`config.mk`:
```
export PLATFORM = sky130hd
export DESIGN_NAME = tlv_varlen_stream_parser_unit
export DESIGN_NICKNAME = d
export VERILOG_FILES = /design/src/sv/tvsp_pkg.sv /design/src/sv/tvsp_in_stage.sv /design/src/sv/tvsp_parse.sv /design/src/sv/tvsp_out_stage.sv /design/src/sv/tlv_varlen_stream_parser_unit.sv
export VERILOG_INCLUDE_DIRS = /design/src /design/src/sv
export SDC_FILE = /design/constraint.sdc
export NUM_CORES = 1
export LEC_CHECK = 0
export BUFFER_PORTS_ARGS = -buffer_cell sky130_fd_sc_hd__buf_2
export CAP_MARGIN = 10
export CORE_ASPECT_RATIO = 2
export CORE_MARGIN = 2
export CORE_UTILIZATION = 55
export DETAILED_ROUTE_END_ITERATION = 12
export PLACE_DENSITY = 0.76
export SLEW_MARGIN = 25
export SYNTH_ARGS = -nofsm -noshare
export SYNTH_HDL_FRONTEND = slang
export SYNTH_HIERARCHICAL = 1
export SYNTH_SLANG_ARGS = --single-unit
```
`constraint.sdc`:
```
create_clock -name clk_i -period 3.1 [get_ports clk_i]
set_clock_uncertainty 0.1 [all_clocks]
set_input_delay 0.31 -clock clk_i [delete_from_list [all_inputs] [get_ports clk_i]]
set_output_delay 0.31 -clock clk_i [all_outputs]
set_load 0.02 [all_outputs]
```
`src/sv/tlv_varlen_stream_parser_unit_assert.svh`:
```
// Assertion macros shared by the parser modules.
// Each use expects clk_i and rst_ni in the enclosing module.
`ifndef TLV_VARLEN_STREAM_PARSER_UNIT_ASSERT_SVH
`define TLV_VARLEN_STREAM_PARSER_UNIT_ASSERT_SVH

`ifndef NO_ASSERTIONS

`define TVSP_ASSERT(name, prop, msg) \
  name: assert property (@(posedge clk_i) disable iff (!rst_ni) (prop)) else $error(msg);

`define TVSP_ASSERT_NEVER(name, expr, msg) \
  name: assert property (@(posedge clk_i) disable iff (!rst_ni) !(expr)) else $error(msg);

`else

`define TVSP_ASSERT(name, prop, msg)

`define TVSP_ASSERT_NEVER(name, expr, msg)

`endif

`endif

```
`src/sv/tvsp_pkg.sv`:
```
package tvsp_pkg;

  localparam int unsigned LEN_BYTES = 2;
  localparam int unsigned LEN_CNT_W = 2;
  localparam int unsigned BYTE_W    = 8;
  localparam int unsigned LEN_W     = 14;
  localparam int unsigned CNT_W     = 5;
  localparam int unsigned EXP_W     = 4;
  localparam int unsigned TDATA_W   = 48;

  localparam logic [EXP_W-1:0] EXP_RESET = 4'd4;
  localparam logic [CNT_W-1:0] CNT_MAX   = 5'd31;

  typedef enum logic [1:0] {
    PH_TYPE,
    PH_LEN,
    PH_VALUE
  } phase_e;

  typedef enum logic [1:0] {
    ERR_NONE,
    ERR_LEN,
    ERR_COUNT,
    ERR_ORDER
  } err_e;

  typedef struct packed {
    logic [BYTE_W-1:0] data_byte;
    logic              last_byte;
  } in_t;

  typedef struct packed {
    logic              value_valid;
    logic [BYTE_W-1:0] node_type;
    logic [BYTE_W-1:0] value_byte;
    logic [LEN_W-1:0]  value_offset;
    logic [LEN_W-1:0]  node_length;
    logic              node_end;
    logic              done_res;
    err_e              status;
  } res_t;

endpackage

```
`src/sv/tvsp_in_stage.sv`:
```
module tvsp_in_stage (
  input  logic          clk_i,
  input  logic          rst_ni,
  input  logic          in_valid_i,
  output logic          in_ready_o,
  input  tvsp_pkg::in_t in_i,
  output logic          valid_o,
  input  logic          ready_i,
  output tvsp_pkg::in_t item_o
);
  import tvsp_pkg::*;

  logic valid_q;
  in_t  item_q;

  // The register frees up in the same cycle in which its item moves on.
  assign in_ready_o = !valid_q || ready_i;

  always_ff @(posedge clk_i or negedge rst_ni) begin
    if (!rst_ni) begin
      valid_q <= 1'b0;
    end else if (in_ready_o) begin
      valid_q <= in_valid_i;
    end
  end

  always_ff @(posedge clk_i) begin
    if (in_ready_o && in_valid_i) begin
      item_q <= in_i;
    end
  end

  assign valid_o = valid_q;
  assign item_o  = item_q;

endmodule

```
`src/sv/tvsp_parse.sv`:
```
`include "tlv_varlen_stream_parser_unit_assert.svh"

module tvsp_parse (
  input  logic                       clk_i,
  input  logic                       rst_ni,
  input  logic                       cfg_we_i,
  input  logic [tvsp_pkg::EXP_W-1:0] cfg_wdata_i,
  input  logic                       take_i,
  input  tvsp_pkg::in_t              item_i,
  output tvsp_pkg::res_t             res_o
);
  import tvsp_pkg::*;

  logic [EXP_W-1:0]     exp_q;
  phase_e               phase_q, phase_d;
  logic [CNT_W-1:0]     cnt_q, cnt_d;
  logic [BYTE_W-1:0]    type_q, type_d;
  logic [LEN_W-1:0]     len_q, len_d;
  logic [LEN_CNT_W-1:0] used_q, used_d;
  logic [LEN_W-1:0]     pos_q, pos_d;
  err_e                 pend_q, pend_d;
  err_e                 ferr_q, ferr_d;

  logic [CNT_W-1:0]     cnt_inc;
  logic [LEN_W-1:0]     len_next;
  logic [LEN_CNT_W-1:0] used_next;
  logic [LEN_W:0]       pos_inc;
  logic                 val_end;
  logic [BYTE_W-1:0]    b;
  logic                 last;

  assign b         = item_i.data_byte;
  assign last      = item_i.last_byte;
  assign cnt_inc   = (cnt_q < CNT_MAX) ? cnt_q + 1'b1 : cnt_q;
  assign len_next  = {len_q[LEN_W-8:0], b[6:0]};
  assign used_next = used_q + 1'b1;
  assign pos_inc   = {1'b0, pos_q} + 1'b1;
  assign val_end   = (pos_inc == {1'b0, len_q});

  always_comb begin
    phase_d = phase_q;
    cnt_d   = cnt_q;
    type_d  = type_q;
    len_d   = len_q;
    used_d  = used_q;
    pos_d   = pos_q;
    pend_d  = pend_q;
    ferr_d  = ferr_q;

    res_o = '0;

    if (take_i && ferr_q == ERR_NONE) begin
      unique case (phase_q)
        PH_TYPE: begin
          type_d = b;
          cnt_d  = cnt_inc;
          // A count overflow hides an out-of-order type in the same record.
          if (cnt_inc > {1'b0, exp_q}) begin
            pend_d = ERR_COUNT;
          end else if ({3'b000, cnt_inc} != b) begin
            pend_d = ERR_ORDER;
          end else begin
            pend_d = ERR_NONE;
          end
          len_d   = '0;
          used_d  = '0;
          pos_d   = '0;
          phase_d = PH_LEN;
          if (last) begin
            ferr_d = ERR_LEN;
          end
        end
        PH_LEN: begin
          len_d  = len_next;
          used_d = used_next;
          if (!b[7]) begin
            if (len_next == '0) begin
              ferr_d = ERR_LEN;
            end else begin
              phase_d = PH_VALUE;
              if (last) begin
                ferr_d = ERR_LEN;
              end
            end
          end else if (used_next >= LEN_CNT_W'(LEN_BYTES) || last) begin
            ferr_d = ERR_LEN;
          end
        end
        PH_VALUE: begin
          if (pend_q == ERR_NONE) begin
            res_o.value_valid  = 1'b1;
            res_o.value_byte   = b;
            res_o.value_offset = pos_q;
            res_o.node_end     = val_end;
          end
          if (val_end) begin
            phase_d = PH_TYPE;
            if (pend_q != ERR_NONE) begin
              ferr_d = pend_q;
            end else if (last && cnt_q != {1'b0, exp_q}) begin
              ferr_d = ERR_COUNT;
            end
          end else begin
            pos_d = pos_inc[LEN_W-1:0];
            if (last) begin
              ferr_d = ERR_LEN;
            end
          end
        end
        default: begin
          phase_d = phase_q;
        end
      endcase
    end

    res_o.node_type   = type_d;
    res_o.node_length = len_d;
    res_o.done_res    = last;
    res_o.status      = last ? ferr_d : ERR_NONE;

    // The end of a buffer puts everything but the register back to reset.
    if (take_i && last) begin
      phase_d = PH_TYPE;
      cnt_d   = '0;
      type_d  = '0;
      len_d   = '0;
      used_d  = '0;
      pos_d   = '0;
      pend_d  = ERR_NONE;
      ferr_d  = ERR_NONE;
    end
  end

  always_ff @(posedge clk_i or negedge rst_ni) begin
    if (!rst_ni) begin
      exp_q <= EXP_RESET;
    end else if (cfg_we_i) begin
      exp_q <= cfg_wdata_i;
    end
  end

  always_ff @(posedge clk_i or negedge rst_ni) begin
    if (!rst_ni) begin
      phase_q <= PH_TYPE;
      cnt_q   <= '0;
      type_q  <= '0;
      len_q   <= '0;
      used_q  <= '0;
      pos_q   <= '0;
      pend_q  <= ERR_NONE;
      ferr_q  <= ERR_NONE;
    end else if (take_i) begin
      phase_q <= phase_d;
      cnt_q   <= cnt_d;
      type_q  <= type_d;
      len_q   <= len_d;
      used_q  <= used_d;
      pos_q   <= pos_d;
      pend_q  <= pend_d;
      ferr_q  <= ferr_d;
    end
  end

  `TVSP_ASSERT(a_buf_end_clears, take_i && last |=> phase_q == PH_TYPE && cnt_q == '0 && ferr_q == ERR_NONE && pend_q == ERR_NONE, "state not cleared after buffer end")
  `TVSP_ASSERT(a_value_clean, take_i && res_o.value_valid |-> phase_q == PH_VALUE && pend_q == ERR_NONE && ferr_q == ERR_NONE, "value byte passed from a failed record")
  `TVSP_ASSERT(a_error_sticky, take_i && !last && ferr_q != ERR_NONE |=> ferr_q == $past(ferr_q) && phase_q == $past(phase_q), "error state changed before buffer end")
  `TVSP_ASSERT_NEVER(a_status_only_at_end, res_o.status != ERR_NONE && !res_o.done_res, "status reported off the last byte")

endmodule

```
`src/sv/tvsp_out_stage.sv`:
```
module tvsp_out_stage (
  input  logic           clk_i,
  input  logic           rst_ni,
  input  logic           valid_i,
  output logic           ready_o,
  input  tvsp_pkg::res_t res_i,
  output logic           valid_o,
  input  logic           ready_i,
  output tvsp_pkg::res_t res_o
);
  import tvsp_pkg::*;

  logic valid_q;
  res_t res_q;

  assign ready_o = !valid_q || ready_i;

  always_ff @(posedge clk_i or negedge rst_ni) begin
    if (!rst_ni) begin
      valid_q <= 1'b0;
    end else if (ready_o) begin
      valid_q <= valid_i;
    end
  end

  always_ff @(posedge clk_i) begin
    if (ready_o && valid_i) begin
      res_q <= res_i;
    end
  end

  assign valid_o = valid_q;
  assign res_o   = res_q;

endmodule

```
`src/sv/tlv_varlen_stream_parser_unit.sv`:
```
// TLV record parser with base-128 lengths, one buffer byte per item.
// Each item is held in the input register, then its result in the output register.
// Throughput: one item per cycle; the input register, the parse logic and the output
// register form a two-stage pipeline whose ready chain stalls only on m_axis_tready.
// Reset (rst_ni low, asynchronous) empties both stages, restarts the buffer and sets
// expected_nodes to 4.
module tlv_varlen_stream_parser_unit (
  input  logic                         clk_i,
  input  logic                         rst_ni,
  input  logic                         cfg_we_i,
  input  logic [tvsp_pkg::EXP_W-1:0]   cfg_wdata_i,   // expected_nodes
  input  logic                         s_axis_tvalid,
  output logic                         s_axis_tready,
  input  logic [7:0]                   s_axis_tdata,  // [7:0] data_byte
  input  logic                         s_axis_tlast,  // last_byte
  output logic                         m_axis_tvalid,
  input  logic                         m_axis_tready,
  // [7:0] node_type, [15:8] value_byte, [29:16] value_offset,
  // [43:30] node_length, [44] node_end, [46:45] status, [47] zero
  output logic [tvsp_pkg::TDATA_W-1:0] m_axis_tdata,
  output logic                         m_axis_tuser,  // value_valid
  output logic                         m_axis_tlast   // done_res
);
  import tvsp_pkg::*;

  in_t  in_item;
  in_t  st_item;
  logic st_valid;
  logic out_ready;
  res_t res_d;
  res_t res_q;

  assign in_item.data_byte = s_axis_tdata;
  assign in_item.last_byte = s_axis_tlast;

  tvsp_in_stage u_in (
    .clk_i      (clk_i),
    .rst_ni     (rst_ni),
    .in_valid_i (s_axis_tvalid),
    .in_ready_o (s_axis_tready),
    .in_i       (in_item),
    .valid_o    (st_valid),
    .ready_i    (out_ready),
    .item_o     (st_item)
  );

  tvsp_parse u_parse (
    .clk_i       (clk_i),
    .rst_ni      (rst_ni),
    .cfg_we_i    (cfg_we_i),
    .cfg_wdata_i (cfg_wdata_i),
    .take_i      (st_valid && out_ready),
    .item_i      (st_item),
    .res_o       (res_d)
  );

  tvsp_out_stage u_out (
    .clk_i   (clk_i),
    .rst_ni  (rst_ni),
    .valid_i (st_valid),
    .ready_o (out_ready),
    .res_i   (res_d),
    .valid_o (m_axis_tvalid),
    .ready_i (m_axis_tready),
    .res_o   (res_q)
  );

  assign m_axis_tdata = {1'b0, res_q.status, res_q.node_end, res_q.node_length,
                         res_q.value_offset, res_q.value_byte, res_q.node_type};
  assign m_axis_tuser = res_q.value_valid;
  assign m_axis_tlast = res_q.done_res;

endmodule
```
==> qor.csv <==
stage,metric,value,unit
worst_setup_path,critical_path.top_delay_family,simple AND/OR/NAND/NOR gates,
route,vias_per_cell,5.77,
floorplanning,core_region_area,10000,sq um
clock_tree,cts_sinks,113,
synthesis,syn_nets,545,
route,drcViolationCount,0,
worst_setup_path,crit_path_frequent_cell,a21oi_1,
sta,finalMaxSlewViolations,0,
pwr,leakagePower,2.94,nW
final_layout,syn_to_final_growth,21.9,%
route,via_count,4313,
global_route,top_usage_layer,met2,
sta,rsz0062_at_grt,false,
global_route,antenna_found_initial,0,
pwr,ir_drop,0.575,mV
clock_tree,numCtsBuffers,17,
worst_setup_path,critPathBufInv,0,
floorplanning,die_x,75.6,um
worst_setup_path,reg2reg_slack,190,ps
clock_tree,clockRootBuffer,clkbuf_16,
pwr,p_sw_frac,0.318,
clock_tree,clockBufferDepth,2,
global_route,use_met2,0.493,
floorplanning,io_pins,70,
synthesis,synth_most_common_cell,edfxtp_1,
sta,hold_viol,0,
status,status,finished clean,
floorplanning,start_util,0.562,
global_route,grt_overflow,0,
worst_setup_path,slowest_delay,630,ps
worst_setup_path,cp.depth,8,
flow_run,maxCapViolations,0,
synthesis,synth_top_area_share,0.309,
clock_tree,clk_latency,420,ps
clock_tree,cts_tree,built,
placement,dpl.hpwl,9640,um
placement,portBuffers,68,
synthesis,yosysSeqAreaShare,0.554,
final_layout,layout.nets,628,
synthesis,yosys.cell_types.count,62,
pwr,seqPwrFrac,0.364,
pwr,p_int,3.70,mW
worst_setup_path,rr_worst_depth,8,
worst_setup_path,path_cells,"and4_1, and3_1, a211oi_1, a21oi_1, nand4bb_2, nor3b_2, a21oi_1, mux2i_1",
synthesis,synth_edf_count,58,
sta,slew_headroom,0.402,
synthesis,synth_ff_type,edfxtp_1,
synthesis,synth.avg_cell_area,10.9,sq um
route,drtIter0Drc,284,
worst_setup_path,critPathSlowestCell,nor3b_2,
sta,setup_tns,0,ps
pwr,p_per_area,790,nW/um^2
worst_setup_path,r2r-start,u_parse/pos_q[8]$_DFFE_PN0P_,
clock_tree,cts_htree_levels,4,
synthesis,synth_area,5640,sq um
synthesis,yosys_warnings,6,
global_route,grt_pass1_wl,22300,um
route,first_pass_iters,5,
worst_setup_path,cp_data_required_time,3330,ps
sta,setup_violations,0,
sta,max_freq,0.344,GHz
worst_setup_path,crit_path_start_kind,register,
floorplanning,die_y,147,um
route,ant_nets,0,
pwr,p_sw,1.73,mW
final_layout,antennaDiodeCount,0,
worst_setup_path,worstReg2RegEnd,u_parse/pos_q[10]$_DFFE_PN0P_,
global_route,grt_max_degree,50,
pwr,p_total,5.43,mW
floorplanning,dieArea,11100,sq um
worst_setup_path,crit_type,register to register,
pwr,p_comb_frac,0.253,
worst_setup_path,arrival,3140,ps
global_route,use_met1,0.265,
worst_setup_path,critPathLaunch,u_parse/pos_q[8]$_DFFE_PN0P_,
pwr,p_clk_frac,0.383,
clock_tree,clk_pin_slew_worst_paths,50,ps
route,wl_per_cell,18.8,um
worst_setup_path,critPathMaxFanout,11,
placement,gp_congestion,0.962,
global_route,grt_use_met3,0.0528,
worst_setup_path,crit_path_end_kind,register,
worst_setup_path,critical_path.endpoint,u_parse/pos_q[10]$_DFFE_PN0P_,
sta,tightest_slew,896,ps
floorplanning,std_cell_rows,52,
synthesis,synth-seq-cells,113,
sta,fin_crit,2910,ps
route,drt-total-wl,14100,um
synthesis,postSynthCellCount,517,
synthesis,yosys-top-cells-area,"edfxtp_1 31%, dfrtp_1 24%, inv_1 3.4%",
sta,period_share,0.938,
global_route,grt_usage,0.274,
hold_path,holdCritPathClass,primary input to register,
global_route,grt_pass1_vias,4476,
synthesis,synth_common_cells,"58 x edfxtp_1, 54 x dfrtp_1, 51 x inv_1",
synthesis,yosysTopAreaCell,edfxtp_1,
synthesis,async_flop_share,0.487,
final_layout,drive_gt1_frac,0.227,
cell families (layout without fill, tap and decap cells):
| logic type | Yosys count | count (layout) | share of synthesized area |
|---|---|---|---|
| and+or+nand+nor | 154 | 155 | 0.156 |
| AOI/OAI and AO/OA | 121 | 121 | 0.144 |
| DFF | 113 | 113 | 0.554 |
| buffers and inverters | 81 | 176 | 0.0637 |
| xor gates and xnor gates | 24 | 24 | 0.0373 |
| muxes | 13 | 13 | 0.0233 |
| adders and majority gates | 10 | 10 | 0.0222 |
| other | 1 | 1 | 0.000665 |
layout make-up:
type / instances / area [sq um]
well taps: 135 / 169
clock inverters: 13 / 184
multi-input cells: 324 / 2200
fillers: 760 / 3150
flip-flops and latches: 113 / 3120
clock buffers: 19 / 453
repair buffers: 93 / 556
inverters: 51 / 191
sequential cells by signal, indices dropped and copies added (netlist names):
register and cells:
u_parse/used_q 2, u_parse/len_q 14, u_out/valid_o 1, u_in/valid_o 1
u_in/item_o 9, u_parse/type_q 8, u_parse/cnt_q 5, u_parse/pos_q 14
u_parse/ferr_q 2, u_parse/pend_q 2, u_parse/exp_q 4, u_parse/phase_q 2
u_out/res_o 49
power groups by stage:
stage | Clock (mW) | Sequential [mW] | Combinational (mW)
2_1_floorplan | 0 | 2.01 | 0.916
6_report | 2.08 | 1.98 | 1.37
3_5_place_dp | 0 | 2.00 | 1.32
4_1_cts | 2.10 | 1.97 | 1.35
5_1_grt | 2.16 | 2.00 | 1.51
3_3_place_gp | 0 | 1.99 | 1.27
worst min path at each step:
stage | slack, ps | end | start | depth (start not counted)
final | 4 | u_in/valid_o$_DFFE_PN0P_ | s_axis_tvalid | 2
after CTS | 2 | u_parse/exp_q[3]$_DFFE_PN0P_ | cfg_wdata_i[3] | 3
after global placement | 260 | u_parse/type_q[3]$_DFFE_PN0P_ | rst_ni | 1
after floorplan | -90 | u_in/valid_o$_DFFE_PN0P_ | rst_ni | 0
after detailed placement | 260 | u_parse/type_q[4]$_DFFE_PN0P_ | rst_ni | 1
after global routing | 7 | u_in/valid_o$_DFFE_PN0P_ | s_axis_tvalid | 2
layer usage:
| metal | wire, um | share of wire |
|---|---|---|
| met5 | 0 | 0 |
| met4 | 854 | 0.061 |
| met3 | 541 | 0.038 |
| met2 | 8100 | 0.58 |
| met1 | 4570 | 0.32 |
placed cells by master (no fill, tap or decap), types with 17 or more instances in the layout:
cell type	n
clkbuf_16	17
o21ai_0	28
inv_1	51
edfxtp_1	58
o22ai_1	18
nand3_1	18
xnor2_1	18
a21oi_1	25
and2_1	26
nand2b_1	17
nand2_1	31
dfrtp_1	54
buf_2	68
nor2_1	21
timing repair:
action / CTS / global route
endpoints found under the setup margin: 0 / 15
buffers inserted: 0 / 0
resized for setup: 0 / 5
hold buffers: 11 / 0
hold endpoints to repair: 36 / 0
stage by stage:
step / setup slack, ps / utilization / hold slack [ps] / instance area [sq um] / instances
2_1_floorplan: 348 / - / -85.6 / 5640 / 517
3_3_place_gp: 156 / 0.608 / 257 / 6090 / 704
3_5_place_dp: 87.2 / 0.608 / 262 / 6090 / 704
4_1_cts: 76.4 / 0.682 / 1.58 / 6840 / 747
5_1_grt: 45.1 / 0.686 / 6.94 / 6870 / 748
6_report: 194 / 0.686 / 3.66 / 6870 / 748
(Power assumes the default switching activity.)
